===== src/hw/rtl/dtqf_pkg.sv =====
// shared types and constants for the drop-tail queue with congestion feedback
`timescale 1ns / 1ps

package dtqf_pkg;

  localparam int unsigned QUEUE_DEPTH = 256;

  localparam int unsigned CFG_WIDTH = 9;
  localparam logic [CFG_WIDTH-1:0] BUFFER_SIZE_RESET = 9'd256;
  localparam logic [CFG_WIDTH-1:0] FEEDBACK_THR_RESET = 9'd217;

  typedef enum logic {
    CFG_BUFFER_SIZE  = 1'b0,
    CFG_FEEDBACK_THR = 1'b1
  } cfg_index_e;

  typedef enum logic {
    REQ_ARRIVAL = 1'b0,
    REQ_TICK    = 1'b1
  } req_type_e;

  typedef struct packed {
    logic        req_type;
    logic [15:0] packet_tag;
    logic [15:0] packet_duration;
  } req_t;

  typedef struct packed {
    logic        sent_valid;
    logic [15:0] sent_tag;
    logic        sent_is_feedback;
    logic        was_dropped;
    logic [31:0] drop_total;
    logic [8:0]  occupancy;
    logic        server_busy;
  } rsp_t;

  // one ring entry
  typedef struct packed {
    logic        is_feedback;
    logic [15:0] duration;
    logic [15:0] tag;
  } entry_t;

  typedef struct packed {
    logic [CFG_WIDTH-1:0] buffer_size;
    logic [CFG_WIDTH-1:0] feedback_threshold;
  } cfg_t;

endpackage


===== src/hw/rtl/dtqf_cfg.sv =====
// configuration registers: buffer size and feedback threshold
`timescale 1ns / 1ps

module dtqf_cfg (
  input  logic                            clk_i,
  input  logic                            rst_ni,
  input  logic                            cfg_valid_i,
  output logic                            cfg_ready_o,
  input  logic                            cfg_index_i,
  input  logic [dtqf_pkg::CFG_WIDTH-1:0]  cfg_data_i,
  output dtqf_pkg::cfg_t                  cfg_o
);

  import dtqf_pkg::*;

  logic [CFG_WIDTH-1:0] buffer_size_q, buffer_size_d;
  logic [CFG_WIDTH-1:0] threshold_q, threshold_d;

  assign cfg_ready_o = 1'b1;

  always_comb begin
    buffer_size_d = buffer_size_q;
    threshold_d   = threshold_q;
    if (cfg_valid_i) begin
      case (cfg_index_e'(cfg_index_i))
        CFG_BUFFER_SIZE:  buffer_size_d = cfg_data_i;
        CFG_FEEDBACK_THR: threshold_d   = cfg_data_i;
        default: ;
      endcase
    end
  end

  always_ff @(posedge clk_i or negedge rst_ni) begin
    if (!rst_ni) begin
      buffer_size_q <= BUFFER_SIZE_RESET;
      threshold_q   <= FEEDBACK_THR_RESET;
    end else begin
      buffer_size_q <= buffer_size_d;
      threshold_q   <= threshold_d;
    end
  end

  assign cfg_o.buffer_size        = buffer_size_q;
  assign cfg_o.feedback_threshold = threshold_q;

endmodule


===== config.mk =====
export PLATFORM = sky130hd
export DESIGN_NAME = dtqf_cfg
export DESIGN_NICKNAME = d
export VERILOG_FILES = /design/src/hw/rtl/dtqf_pkg.sv /design/src/hw/rtl/dtqf_cfg.sv
export SDC_FILE = /design/constraint.sdc
export NUM_CORES = 1
export LEC_CHECK = 0
export BUFFER_PORTS_ARGS = -buffer_cell sky130_fd_sc_hd__buf_2
export CAP_MARGIN = 10
export CELL_PAD_IN_SITES_DETAIL_PLACEMENT = 0
export CELL_PAD_IN_SITES_GLOBAL_PLACEMENT = 1
export CORE_MARGIN = 3
export CORE_UTILIZATION = 30
export CTS_BUF_LIST = sky130_fd_sc_hd__clkbuf_8
export DETAILED_ROUTE_END_ITERATION = 16
export PLACE_DENSITY_LB_ADDON = 0.25
export SYNTH_ARGS = -nofsm -noshare
export SYNTH_HDL_FRONTEND = slang
export SYNTH_SLANG_ARGS = --single-unit

===== constraint.sdc =====
create_clock -name clk_i -period 1.8 [get_ports clk_i]
set_input_delay 0.36 -clock clk_i [delete_from_list [all_inputs] [get_ports clk_i]]
set_output_delay 0.36 -clock clk_i [all_outputs]
set_load 0.02 [all_outputs]

==> metrics.cfg, run 1 <==
[synth]
synth_area_leaders=dfrtp_1 43%, mux2_2 29%, dfstp_2 22%, nor2b_4 2.0%, buf_6 1.6%
netlist.area_leader.share_pct=42.70
netlist_area_sq_um=703.2
syn_inst=41
ys_seq_elements=18
synth.distinct_cells=8
synth.avg_cell_area_sq_um=17.15
synth_top_area_cell=dfrtp_1
yosys_warnings=0
syn_nets=54
ys_seq_area_share_pct=65.12

[timing]
rsz0062_at_grt=false
setup_tns_ns=0
hold_viol=0
setup_ws_ns=0.5073
final.setup_skew_ns=0
period_needed_ns=1.293
finalCritPeriodShare_pct=71.82
fmax_mhz=773.6
finalMaxSlewViolations=0
hold_slack_ns=0.02520
setup_viol=0

[routing]
drt_iter0_markers=5
routed_wl_um=1236
post_drt_via_cell_ratio=4.550
ant_nets=0
wl_per_cell_um=12.36
drtPass1Iterations=2
drc_errors=0
via_count=455

[worst_setup_path]
cp.arrival_ns=0.93
crit_end=cfg_o[4]
critPathMaxStageDelay_ns=0.53
rr_startpoint=buffer_size_q[6]$_DFFE_PN0P_
cp-startpoint=threshold_q[4]$_DFFE_PN1P_
rrSetupSlack_ns=1.05
critPathTopFamily=flip-flops
r2r-end=buffer_size_q[6]$_DFFE_PN0P_
critPathCaptureType=output pin
path_depth=1
start_kind=flop
cp_max_fo=2
crit_buf_inv=1
worstSetupPathType=flop to output pin
crit_chain=buf_2
critPathRequiredTime_ns=1.44
crit_path_top_delay_cell=dfstp_2
ff2ff_path_depth=1

[cells_and_area]
finalNonFillerCells=100
drive_above_1_share_pct=80.82
mostFrequentLayoutCell=buf_2
final_nets=87
area_growth_pct=29.89
final_util_pct=43.87
final_cell_mix=30 x buf_2, 18 x mux2_2, 12 x dfrtp_1
nFillCells=213
antenna_cells=0

[status]
outcome=finished clean

[global_route]
grt-ovfl-total=0
first_global_vias=473
antenna_found_initial=0
grt_max_degree=19
grt_pass1_wl_um=2139
grt_usage_pct=10.21

[die]
initial_utilization_pct=33.77
row_count=16
die_x_um=54.42
die_area_sq_mm=0.002961
die_y_um=54.42
pin_count=32
design.core.area_sq_mm=0.002082

[placement]
numPortBuffers=30
dp.cells=96
place.gp.congestion=0.6132
dp_hpwl_um=951.7
dp_slack_ns=0.5343

[clock_tree]
cts_tree=yes
clock_path_buffers=2
htree_num_levels=1
cts_setup_buffers=0
clkSlewWorstSetupHoldPaths_ns=0.06
cts_buffers=3
numClockSinks=18
insertion_delay_ns=0.25
post_cts_resized=0
root_buffer=clkbuf_8
cts_hold_buffers=0

[power_and_ir_drop]
p_leak_nw=0.4341
p_per_area_mw_per_mm2=1116
ir_worst_vdd_mv=0.4439

[min_path]
hold_path_class=primary input to async pin

[run]
drv_cap=0

==> synth_stat cells, drive strengths merged <==
| master | n |
|---|---|
| dfrtp | 12 |
| nand2 | 1 |
| nor2b | 1 |
| conb | 1 |
| buf | 2 |
| dfstp | 6 |
| mux2 | 18 |
==> logic make-up after synthesis <==
logic type / synth area share (%)
mux: 28.82
simple gates: 2.847
flops: 65.12
other cells: 0.5333
buf+inv: 2.669
==> report_power, final <==
part	leakage, nW	switching [mW]	total (mW)	internal (mW)
logic	0.203	0.136	0.237	0.101
registers	0.204	0.0278	0.507	0.479
clock network	0.0269	0.124	0.275	0.151
==> state kept, by name (all words and copies together) (netlist names) <==
signal	flops
buffer_size_q	9
threshold_q	9
==> routing by layer <==
metal / global-route usage (%) / share of wire, % / wire length [um]
met5: 0 / 0 / 0
met2: 16.53 / 46 / 570
met3: 2.452 / 11 / 136
met1: 12.63 / 42 / 514
met4: 4.979 / 1.1 / 14
==> worst min path at each step <==
stage | from | endpoint | slack (ns)
finish | rst_ni | buffer_size_q[2]$_DFFE_PN0P_ | 0.03
global placement | rst_ni | threshold_q[2]$_DFFE_PN0P_ | 0.31
CTS | rst_ni | buffer_size_q[2]$_DFFE_PN0P_ | 0.04
detailed placement | rst_ni | buffer_size_q[2]$_DFFE_PN0P_ | 0.31
floorplan | rst_ni | buffer_size_q[0]$_DFFE_PN0P_ | 0.06
global route | rst_ni | threshold_q[8]$_DFFE_PN0P_ | 0.06
==> cell type report <==
cell class	instances	area (sq um)	area share, %
clock inverters	1	3.754	0.4110
clock buffers	3	41.29	4.521
multi-input cells	21	226.5	24.79
repair buffers	30	150.1	16.44
flip-flops and latches	18	457.9	50.14
well taps	27	33.78	3.699
==> metrics by stage <==
| stage | instance area, sq um | total power [mW] |
|---|---|---|
| after floorplan | 703.2 | 0.6638 |
| after global placement | 868.3 | 0.7517 |
| after detailed placement | 868.3 | 0.7555 |
| after CTS | 913.4 | 1.038 |
| after global routing | 913.4 | 1.072 |
| final | 913.4 | 1.019 |
Power figures use the tool's default switching activity.
==> inputs of run 2 (changes only) <==
Settings changed: ABC_AREA set to 1.
Clock period 1.8 ns to 1.3 ns, I/O delays scaled along.
==> metrics.cfg, run 2 <==
[synth]
syn_nets=93
synth_edf_count=0
ys_seq_elements=18
yosys_warnings=0
netlist.area_leader.share_pct=40.13
synth_top_area_cell=dfrtp_1
netlist_area_sq_um=748.2
async_flop_share_pct=100.0
syn_inst=80
synth.distinct_cells=10
synth.most_common_cell=nand2_1
synth-main-ff-cell=dfrtp_1
ys_seq_area_share_pct=61.20
synth_area_leaders=dfrtp_1 40%, dfstp_2 21%, nand2_1 18%, nand3_1 12%, buf_6 3.0%
synth_commonest_cells=36 x nand2_1, 18 x nand3_1, 12 x dfrtp_1, 6 x dfstp_2
synth.avg_cell_area_sq_um=9.353

[worst_setup_path]
crit_path_top_delay_cell=dfstp_2
r2r-end=threshold_q[7]$_DFFE_PN1P_
critPathCaptureType=output pin
critPathTopFamily=flip-flops
cp.arrival_ns=0.93
critPathMaxStageDelay_ns=0.53
crit_buf_inv=1
cp_max_fo=2
rr_startpoint=threshold_q[7]$_DFFE_PN1P_
start_kind=flop
rrSetupSlack_ns=0.61
crit_chain=buf_2
critPathRequiredTime_ns=1.04
ff2ff_path_depth=2
worstSetupPathType=flop to output pin

[clock_tree]
root_buffer=clkbuf_8
cts_buffers=3
cts_tree=yes
clock_path_buffers=2
htree_num_levels=1
clkSlewWorstSetupHoldPaths_ns=0.07
insertion_delay_ns=0.24
post_cts_resized=0
numClockSinks=18
cts_setup_buffers=0

[global_route]
first_global_vias=635
grt_pass1_wl_um=2835
antenna_found_initial=0
grt_usage_pct=11.22
grt-ovfl-total=0
grt_max_degree=21

[placement]
dp.cells=134
placed_cell_area_sq_um=898.4
numPortBuffers=30
dp_hpwl_um=1252
place.gp.congestion=0.6790

[run]
drv_cap=0

[timing]
final.setup_skew_ns=0
setup_tns_ns=0
finalCritPeriodShare_pct=91.31
hold_viol=0
rsz0062_at_grt=false
fmax_mhz=842.5
period_needed_ns=1.187
setup_viol=0
finalMaxSlewViolations=0

[die]
initial_utilization_pct=32.57
pin_count=32
design.core.area_sq_mm=0.002297
die_y_um=55.94
row_count=17
die_x_um=55.94
die_area_sq_mm=0.003129

[routing]
ant_nets=0
drc_errors=0
drtPass1Iterations=4
wl_per_cell_um=11.46
drt_iter0_markers=12
via_count=632
routed_wl_um=1593
post_drt_via_cell_ratio=4.547

[min_path]
hold_end=buffer_size_q[8]$_DFFE_PN1P_
hold_path_class=primary input to flop
min-delay-start=cfg_data_i[8]
hold_depth=3

[power_and_ir_drop]
p_per_area_mw_per_mm2=1415
p_leak_nw=0.5431
ir_worst_vdd_mv=0.5706

[cells_and_area]
antenna_cells=0
nFillCells=259
area_growth_pct=27.42
final_cell_mix=36 x nand2_1, 30 x buf_2, 18 x nand3_1
final_util_pct=41.50
finalNonFillerCells=139
drive_above_1_share_pct=37.84
mostFrequentLayoutCell=nand2_1
reg_top3=buffer_size_q x9, threshold_q x9
final_nets=125
fin_area_sq_um=953.4

[status]
outcome=finished clean

-- run 2: per-layer routing --
layer	part of all wire [%]	up-vias	track usage, %
met4	0	0	3.051
met3	8.3	0	3.016
met1	51	292	16.20
li1	-	314	-
met5	0	-	0
met2	41	26	16.55
-- run 2: worst max-delay path by stage --
stage / start / to / slack, ns / cells past startpoint
global placement: cfg_index_i / buffer_size_q[6]$_DFFE_PN0P_ / 0.33 / 5
floorplan: threshold_q[0]$_DFFE_PN1P_ / cfg_o[0] / 0.48 / 0
detailed placement: cfg_index_i / buffer_size_q[6]$_DFFE_PN0P_ / 0.33 / 5
global route: buffer_size_q[8]$_DFFE_PN1P_ / cfg_o[17] / 0.08 / 1
CTS: threshold_q[7]$_DFFE_PN1P_ / cfg_o[7] / 0.10 / 1
finish: threshold_q[7]$_DFFE_PN1P_ / cfg_o[7] / 0.11 / 1
-- run 2: stage by stage --
step	power, mW	setup WS, ns	hold WS (ns)
3_5_place_dp	0.9927	0.3254	0.2088
5_1_grt	1.430	0.08200	0.2499
6_report	1.349	0.1130	0.2489
3_3_place_gp	0.9889	0.3335	0.2096
4_1_cts	1.380	0.1008	0.2456
2_1_floorplan	0.8783	0.4774	-0.03559
-- run 2: cell type report --
class	count	area, sq um	share of cell area [%]
clock buffers	3	41.29	4.331
repair buffers	31	160.2	16.80
multi-input cells	57	251.5	26.38
inverters	1	3.754	0.3937
well taps	28	35.03	3.675
flip-flops and latches	18	457.9	48.03
clock inverters	1	3.754	0.3937
-- run 2: cell families (layout without fill, tap and decap cells) --
group / count (synthesis) / in the layout / share of synthesized area (%)
buf+inv: 5 / 36 / 5.183
flops: 18 / 18 / 61.20
other cells: 1 / 1 / 0.5012
simple gates: 56 / 56 / 33.11
-- run 2: where the power goes --
part | internal [mW] | leakage (nW) | switching [mW]
combinational | 0.0971 | 0.305 | 0.199
clock | 0.209 | 0.0269 | 0.162
sequential | 0.647 | 0.211 | 0.0350
-- run 2: timing repair --
item                                    in CTS  in global routing
endpoints found under the setup margin       0                  0
hold buffers                                 1                  0
hold endpoints to repair                    12                  0
