<file path="config.mk">
export PLATFORM = sky130hd
export DESIGN_NAME = dtqf_ram
export DESIGN_NICKNAME = d
export VERILOG_FILES = /design/src/hw/rtl/dtqf_ram.sv
export SDC_FILE = /design/constraint.sdc
export NUM_CORES = 1
export LEC_CHECK = 0
export ABC_CLOCK_PERIOD_IN_PS = 2350
export BUFFER_PORTS_ARGS = -buffer_cell sky130_fd_sc_hd__buf_2
export CAP_MARGIN = 10
export CORE_MARGIN = 2
export CORE_UTILIZATION = 60
export DETAILED_ROUTE_END_ITERATION = 8
export PLACE_DENSITY = 0.78
export SYNTH_ARGS = -nofsm -noshare
export SYNTH_HDL_FRONTEND = slang
export SYNTH_SLANG_ARGS = --single-unit
</file>
<file path="constraint.sdc">
create_clock -name clk_i -period 2.35 [get_ports clk_i]
set_input_delay 0.47 -clock clk_i [delete_from_list [all_inputs] [get_ports clk_i]]
set_output_delay 0.47 -clock clk_i [all_outputs]
set_load 0.005 [all_outputs]
</file>
<file path="src/hw/rtl/dtqf_ram.sv">
// generic single-write, single-read ram with registered read data
`timescale 1ns / 1ps

module dtqf_ram #(
  parameter int unsigned Width = 8,
  parameter int unsigned Depth = 16
) (
  input  logic                     clk_i,
  input  logic                     we_i,
  input  logic [$clog2(Depth)-1:0] waddr_i,
  input  logic [Width-1:0]         wdata_i,
  input  logic                     re_i,
  input  logic [$clog2(Depth)-1:0] raddr_i,
  output logic [Width-1:0]         rdata_o
);

  logic [Width-1:0] mem_q [Depth];
  logic [Width-1:0] rdata_q;

  always_ff @(posedge clk_i) begin
    if (we_i) begin
      mem_q[waddr_i] <= wdata_i;
    end
    if (re_i) begin
      rdata_q <= mem_q[raddr_i];
    end
  end

  assign rdata_o = rdata_q;

endmodule

</file>
==> flow_metrics.env, run 1 <==
export IMPL_outcome="finished, final reports clean"
export IMPL_finalClockSkew_ps=8.43
export IMPL_critPathMaxStageDelay_ps=350
export IMPL_crit_cells=5
export IMPL_initial_utilization_pct=60.8
export IMPL_ys_seq_area_share_pct=78.1
export IMPL_drc=0
export IMPL_syn_num_nets=248
export IMPL_synthCells=229
export IMPL_portBuffers=26
export IMPL_reg2reg_depth=3
export IMPL_root_buffer="clkbuf_8"
export IMPL_top_layer_used="met4"
export IMPL_yosysTopAreaCell="edfxtp_1"
export IMPL_grt_pass1_wl_um=16400
export IMPL_diodes=0
export IMPL_post_cts_buffers=0
export IMPL_cap_viol_max_count=0
export IMPL_r2r_setup_slack_ps=770
export IMPL_grt_usage_pct=24.9
export IMPL_fin_setup_tns_ps=0
export IMPL_synthAdderAreaFrac_pct=0
export IMPL_wl_met1_um=4470
export IMPL_cts_tree="done"
export IMPL_wl_per_cell_um=26.9
export IMPL_clk_pin_slew_ps=60
export IMPL_crit_chain="buf_2 -> buf_4 -> mux4_2 -> a22oi_1 -> nand2_1"
export IMPL_fin_area_mm2=0.00623
export IMPL_rsz0062_at_grt="false"
export IMPL_start_kind="input pin"
export IMPL_synthSimpleGateAreaFrac_pct=3.14
export IMPL_synth_area_leaders="edfxtp_1, mux4_2, mux4_1"
export IMPL_dr_wl_met2_um=5220
export IMPL_vdd_drop_max_uv=608
export IMPL_drtIter0Drc=306
export IMPL_ctsHtreeMaxLevel=4
export IMPL_powerDensity_mw_per_mm2=944
export IMPL_period_minus_slack_ps=1600
export IMPL_yosys_area_top_type_share_pct=78.1
export IMPL_synth_compound_area_share_pct=2.30
export IMPL_fin_util_pct=72.5
export IMPL_dieWidth_um=97.3
export IMPL_cts_sinks=136
export IMPL_dieArea_mm2=0.00948
export IMPL_synth_seq_cells=136
export IMPL_min_path_type="input pin to flop"
export IMPL_worst_path_max_delay_cell="mux4_2"
export IMPL_ios=27
export IMPL_synthDistinctLibCells=18
export IMPL_grt_antenna_before_repair=0
export IMPL_postRouteAntennaNets=0
export IMPL_synth_area_mm2=0.00523
export IMPL_max_slew_margin_rel_pct=45.2
export IMPL_yosysWarnings=0
export IMPL_final_hold_viol_count=0
export IMPL_route_detailed_vias_per_inst=6.37
export IMPL_whs_path_depth=1
export IMPL_finalMaxSlewViolations=0
export IMPL_cts_buffer_depth=2
export IMPL_gp_congestion=0.776
export IMPL_coreArea_mm2=0.00859
export IMPL_detailed_place_hpwl_um=6270
export IMPL_overflow=0
export IMPL_cts_buffers=17
export IMPL_ctsResizeCount=0
export IMPL_area_growth_pct=19.2
export IMPL_arrival_ps=1850
export IMPL_drive_gt1_share_pct=32.2
export IMPL_synth_xor_area_share_pct=0
export IMPL_die_y_um=97.3
export IMPL_grt_pass1_vias=2630
export IMPL_synth_area_per_cell_um2=22.8
export IMPL_route_vias_total=2588
export IMPL_first_pass_iters=4
export IMPL_crit_family="buffers and inverters"
export IMPL_placed_area_mm2=0.00558
export IMPL_r2r_end="rdata_o[4]"
export IMPL_leakage_nw=2.14
export IMPL_max_clock_freq_ghz=0.623
export IMPL_final_period_utilization_pct=68.3
export IMPL_worstPathRequired_ps=2600
export IMPL_crit_path_end_kind="flop"
export IMPL_grt_max_degree=23
export IMPL_finalSetupViolCount=0
export IMPL_regToRegStartpoint="mem_q[2][4]"
export IMPL_tightest_slew_ps=821
export IMPL_insertion_delay_ps=510
export IMPL_synthMuxAreaShare_pct=14.8
export IMPL_critPathKind="input pin to flop"
export IMPL_row_count=34
export IMPL_hold_slack_ps=327
export IMPL_crit_fanout=13
export IMPL_nNetsFinal=305
export IMPL_path_buf_inv=2
export IMPL_min_to="rdata_o[4]"
export IMPL_routed_wl_met3_um=1000
export IMPL_hp_start="re_i"
export IMPL_ctsHoldBuffers=0
export IMPL_routed_wl_um=10900
export IMPL_synth_top_family_by_area="multiplexers"
-- placed cells by master, fill, tap and decap left out --
master,netlist,final
a22oi_1,16,16
and2_1,1,1
and2b_1,1,1
buf_12,0,1
buf_2,3,26
buf_4,1,21
bufinv_16,0,6
clkbuf_1,0,2
clkbuf_16,0,16
clkbuf_8,0,1
clkinv_2,0,2
clkinv_4,0,2
clkinvlp_4,0,1
edfxtp_1,136,136
inv_6,0,1
mux4_1,14,14
mux4_2,18,18
nand2_1,9,9
nand2b_1,2,2
nand3_1,1,1
nand3b_1,2,2
nor2_1,13,13
nor2b_1,1,1
nor3_1,4,4
or3b_2,1,1
-- power by group --
part	leakage, nW	total (mW)	switching [mW]	internal (mW)
clock	0.312	2.87	0.940	1.93
combinational	0.593	0.256	0.148	0.108
sequential	1.24	2.75	0.0171	2.73
-- final cells by class --
cell class                 instances  area (um^2)
fill                             490         2360
clock buffer                      19          422
timing repair buffer              48          308
clock inverter                    12          224
tap                              108          135
multi-input combinational         83         1060
sequential                       136         4080
-- per-layer routing --
layer  track usage [%]  up-vias
met2              36.7      173
met3              6.91       17
met5                 0        -
li1                  -     1099
met1              37.0     1299
met4              8.76        0
-- flip-flops by register name, indices dropped and copies added, names as in the netlist --
register / flops
mem_q: 128
rdata_o: 8
-- worst max path at each step --
stage                 from     endpoint  slack (ps)
2_1_floorplan   waddr_i[2]  mem_q[0][0]         390
3_3_place_gp    raddr_i[0]   rdata_o[5]         270
3_5_place_dp    raddr_i[1]   rdata_o[0]         270
4_1_cts        mem_q[3][4]   rdata_o[4]         750
5_1_grt        mem_q[1][5]   rdata_o[5]         700
6_report        raddr_i[1]   rdata_o[0]         750
-- worst register-to-register path, stage by stage, from the launching register on --
cell and delay [ps]:
edfxtp_1 390, mux4_2 480, a22oi_1 280, nand2_1 160
-- through the flow --
stage               instances  setup WS (ps)  total power, mW
finish                    406            746             5.88
global route              406            700             6.04
CTS                       406            751             5.90
detailed placement        375            274             3.05
global placement          375            271             3.04
floorplan                 229            387             2.93
-- kinds of logic (layout without fill, tap and decap cells) --
| kind of cell | count (synthesis) | in the layout |
|---|---|---|
| multiplexers | 32 | 32 |
| AO/OA/AOI/OAI | 16 | 16 |
| buffers and inverters | 10 | 79 |
| flip-flops | 136 | 136 |
| AND/OR/NAND/NOR | 35 | 35 |
-- synthesized netlist by cell type (all sizes together) --
master and instances:
a22oi 16, and2 1, and2b 1, buf 7, clkdlybuf4s25 3, edfxtp 136
mux4 32, nand2 9, nand2b 2, nand3 1, nand3b 2, nor2 13
nor2b 1, nor3 4, or3b 1
Note: power is estimated with default switching activity, not from simulation.
==> run 2, diff against run 1 <==
- ABC_CLOCK_PERIOD_IN_PS: 2350 -> 1600
- clock period: 2.35 -> 1.6 ns (I/O delays scaled with it)
==> run 2 against run 1 <==
Compared with the run above: routed wire length down 9.2%; global-route usage down 1.8 points; combinational power up 53%; clock skew down 1.9 ps; sequential share of layout area up 0.66 points; clock power up 15%; first-iteration DRC count down 39%; count of clock-buffer cells in the layout up 1; non-clock buffer count up 2; cell count up 0.25%; critical path type is now flop to flop; largest cell class unchanged.
==> flow_metrics.env, run 2 (synthesis results as in run 1) <==
export IMPL_pwr_share_seq_pct=52.2
export IMPL_final_period_utilization_pct=95.1
export IMPL_switching_power_mw=1.53
export IMPL_row_count=34
export IMPL_dieArea_mm2=0.00948
export IMPL_fin_area_mm2=0.00617
export IMPL_vdd_drop_max_uv=1020
export IMPL_grt_pass1_wl_um=15300
export IMPL_dieWidth_um=97.3
export IMPL_cts_tree="done"
export IMPL_internal_power_mw=6.21
export IMPL_final_hold_viol_count=0
export IMPL_ctsHtreeMaxLevel=4
export IMPL_power_total_mw=7.74
export IMPL_rsz0062_at_grt="false"
export IMPL_regMostFlops="mem_q"
export IMPL_period_minus_slack_ps=1520
export IMPL_placed_area_mm2=0.00565
export IMPL_die_y_um=97.3
export IMPL_comb_power_share_pct=5.0
export IMPL_max_slew_margin_rel_pct=43.7
export IMPL_hold_slack_ps=193
export IMPL_grt_antenna_before_repair=0
export IMPL_grt_max_degree=18
export IMPL_worstPathRequired_ps=1840
export IMPL_nNetsFinal=307
export IMPL_ctsHoldBuffers=0
export IMPL_grt_usage_pct=23.1
export IMPL_route_vias_total=2512
export IMPL_clk_pin_slew_ps=60
export IMPL_drtIter0Drc=187
export IMPL_area_growth_pct=18.0
export IMPL_crit_fanout=1
export IMPL_power_frac_clock_pct=42.8
export IMPL_gp_congestion=0.737
export IMPL_max_clock_freq_ghz=0.657
export IMPL_coreArea_mm2=0.00859
export IMPL_grt_pass1_vias=2595
export IMPL_largest_reg_flops=128
export IMPL_postRouteAntennaNets=0
export IMPL_tightest_slew_ps=843
export IMPL_arrival_ps=1760
export IMPL_outcome="finished, final reports clean"
export IMPL_cts_sinks=136
export IMPL_initial_utilization_pct=60.8
export IMPL_cts_buffers=17
export IMPL_finalClockSkew_ps=6.56
export IMPL_layout_common_cells="edfxtp_1, buf_2, buf_4"
export IMPL_diodes=0
export IMPL_drive_gt1_share_pct=32.1
export IMPL_critPathKind="flop to flop"
export IMPL_wl_per_cell_um=24.4
export IMPL_ios=27
export IMPL_insertion_delay_ps=510
export IMPL_powerDensity_mw_per_mm2=1250
export IMPL_overflow=0
export IMPL_switching_share_pct=19.8
export IMPL_finalSetupViolCount=0
export IMPL_leakage_nw=2.10
export IMPL_layout_commonest_cell="edfxtp_1"
export IMPL_first_pass_iters=4
export IMPL_fin_setup_tns_ps=0
export IMPL_fin_util_pct=71.8
export IMPL_drc=0
export IMPL_min_path_type="input pin to flop"
export IMPL_cts_buffer_depth=2
export IMPL_finalMaxSlewViolations=0
export IMPL_crit_path_end_kind="flop"
export IMPL_post_cts_buffers=0
export IMPL_detailed_place_hpwl_um=6080
export IMPL_start_kind="flop"
export IMPL_cap_viol_max_count=0
export IMPL_root_buffer="clkbuf_8"
export IMPL_portBuffers=26
export IMPL_routed_wl_um=9910
export IMPL_route_detailed_vias_per_inst=6.17
==> run 2: worst paths after layout <==
| check | startpoint | slack, ps | to | depth (start not counted) |
|---|---|---|---|---|
| setup reg to reg | mem_q[9][2] | 80 | rdata_o[2] | 3 |
| hold reg to reg | mem_q[15][1] | 750 | rdata_o[1] | 3 |
| hold / removal | wdata_i[3] | 190 | mem_q[6][3] | 1 |
| setup / recovery | mem_q[9][2] | 80 | rdata_o[2] | 3 |
==> run 2: power groups by stage <==
stage	clock network (mW)	registers, mW	logic (mW)
after floorplan	0	4.10	0.205
after global placement	0	4.11	0.377
after detailed placement	0	4.11	0.387
after CTS	3.36	4.04	0.395
after global routing	3.52	4.04	0.422
final	3.31	4.04	0.391
==> run 2: critical path, cell delays in order, from the launching register on <==
cell      delay (ps)
edfxtp_1         380
mux4_1           570
a22oi_1          210
nand2_1          100
==> run 2: final cells by class <==
class	instances	area [um^2]
flip-flops and latches	136	4080
multi-input cells	83	1070
repair buffers	50	373
clock buffers	20	425
well taps	108	135
clock inverters	10	82.6
fillers	485	2430
==> run 2: stage by stage <==
step	std cells	setup WS (ps)
2_1_floorplan	229	4.04
3_3_place_gp	377	-275
3_5_place_dp	377	-294
4_1_cts	407	66.4
5_1_grt	407	11.6
6_report	407	78.2
==> run 2: per-layer routing <==
metal	share of wire, %	track usage, %
met2	51	35.7
met3	8.4	8.27
met4	1.6	7.80
met1	39	31.5
met5	0	0
==> run 2: repair_timing <==
item / 4_1_cts / 5_1_grt
gates resized for setup: 0 / 1
hold endpoints to repair: 0 / 0
endpoints found under the setup margin: 0 / 1
==> run 3, diff against run 2 <==
- REMOVE_ABC_BUFFERS: not set -> 1
==> run 3 against run 2 <==
Compared with the run above: setup slack better by 24 ps; utilization about the same; global-route usage decreased by 0.58 points; critical path depth is the same; maximum frequency up 1.6%; final area about the same; register-to-register slack better by 20 ps.
==> flow_metrics.env, run 3 (synthesis results as in run 1) <==
export IMPL_dieWidth_um=97.3
export IMPL_detailed_place_hpwl_um=5940
export IMPL_vdd_drop_max_uv=880
export IMPL_rsz0062_at_grt="false"
export IMPL_diodes=0
export IMPL_post_cts_buffers=0
export IMPL_fin_util_pct=71.8
export IMPL_nFillCells=496
export IMPL_regMostFlops="mem_q"
export IMPL_drc=0
export IMPL_crit_path_end_kind="flop"
export IMPL_path_buf_inv=0
export IMPL_initial_utilization_pct=60.8
export IMPL_critPathMaxStageDelay_ps=510
export IMPL_drtIter0Drc=223
export IMPL_route_vias_total=2490
export IMPL_dp_cells=377
export IMPL_worstPathRequired_ps=1850
export IMPL_fin_cells=409
export IMPL_insertion_delay_ps=510
export IMPL_grt_usage_pct=22.6
export IMPL_largest_reg_flops=128
export IMPL_die_y_um=97.3
export IMPL_finalClockSkew_ps=10.4
export IMPL_nNetsFinal=307
export IMPL_grt_pass1_wl_um=15100
export IMPL_hold_slack_ps=173
export IMPL_crit_chain="mux4_1 -> a22oi_1 -> nand2_1"
export IMPL_leakage_nw=2.10
export IMPL_postRouteAntennaNets=0
export IMPL_wl_per_cell_um=23.2
export IMPL_finalSetupViolCount=0
export IMPL_final_period_utilization_pct=93.6
export IMPL_area_growth_pct=18.0
export IMPL_root_buffer="clkbuf_8"
export IMPL_coreArea_mm2=0.00859
export IMPL_portBuffers=26
export IMPL_cts_buffer_depth=2
export IMPL_crit_fanout=1
export IMPL_max_slew_margin_rel_pct=51.4
export IMPL_ctsResizeCount=0
export IMPL_power_total_mw=7.83
export IMPL_tightest_slew_ps=727
export IMPL_cap_viol_max_count=0
export IMPL_layout_common_cells="edfxtp_1, buf_2, buf_4"
export IMPL_multi_input_comb_area_mm2=0.00106
export IMPL_arrival_ps=1750
export IMPL_period_minus_slack_ps=1500
export IMPL_routed_wl_um=9500
export IMPL_layout_commonest_cell="edfxtp_1"
export IMPL_register_area_mm2=0.00408
export IMPL_overflow=0
export IMPL_grt_antenna_before_repair=0
export IMPL_final_hold_viol_count=0
export IMPL_finalMaxSlewViolations=0
export IMPL_fin_ws_ps=103
export IMPL_critPathKind="flop to flop"
export IMPL_cts_tree="done"
export IMPL_ctsHoldBuffers=0
export IMPL_cts_buffers=17
export IMPL_dieArea_mm2=0.00948
export IMPL_grt_pass1_vias=2650
export IMPL_powerDensity_mw_per_mm2=1270
export IMPL_first_pass_iters=4
export IMPL_cts_sinks=136
export IMPL_clk_pin_slew_ps=60
export IMPL_route_detailed_vias_per_inst=6.09
export IMPL_worst_path_max_delay_cell="mux4_1"
export IMPL_gp_congestion=0.731
export IMPL_ctsHtreeMaxLevel=4
export IMPL_max_clock_freq_ghz=0.668
export IMPL_drive_gt1_share_pct=31.9
export IMPL_crit_family="multiplexers"
export IMPL_row_count=34
export IMPL_start_kind="flop"
export IMPL_pre_cts_slack_ps=-250
export IMPL_outcome="finished, final reports clean"
export IMPL_min_path_type="input pin to flop"
export IMPL_ios=27
export IMPL_grt_max_degree=23
## run 3: cell count changes in the layout (fill, tap and decap cells not counted)
cell,change
clkinv_4,+3
a22oi_1,+1
buf_12,-1
clkinv_2,-1
nor3_1,+1
clkinv_1,+1
clkbuf_1,-1
a22oi_2,-1
nor3_2,-1
buf_4,+1
## run 3: layout make-up
type	count	area share, %
tap	108	2.19
multi-input combinational	83	17.1
clock buffer	19	6.84
clock inverter	13	1.75
sequential	136	66.2
timing repair buffer	50	5.84
## run 3: report_power, final
part / internal [mW] / leakage [nW] / total (mW) / switching (mW)
registers: 4.02 / 1.24 / 4.04 / 0.0230
logic: 0.171 / 0.616 / 0.373 / 0.202
clock network: 2.04 / 0.246 / 3.42 / 1.38
total: 6.22 / 2.10 / 7.83 / 1.60
## run 3: metrics by stage
stage	area [um^2]	TNS, ps
3_5_place_dp	5640	-1740
6_report	6170	0
4_1_cts	6170	0
5_1_grt	6170	0
3_3_place_gp	5640	-1440
2_1_floorplan	5140	-1700
## run 3: per-layer routing
metal  global-route usage (%)  vias to the layer above  wire length (um)
li1                         -                     1100                 -
met1                     29.5                     1296              3900
met2                     37.4                       88              5090
met3                     3.96                        6               411
met4                     10.8                        0                95
met5                        0                        -                 0
## run 3: final timing paths
kind              slack [ps]    startpoint    endpoint  cells after the start
setup / recovery         100   mem_q[2][1]  rdata_o[1]                      3
hold / removal           170          re_i  rdata_o[7]                      1
setup reg to reg         100   mem_q[2][1]  rdata_o[1]                      3
hold reg to reg          750  mem_q[14][0]  rdata_o[0]                      3
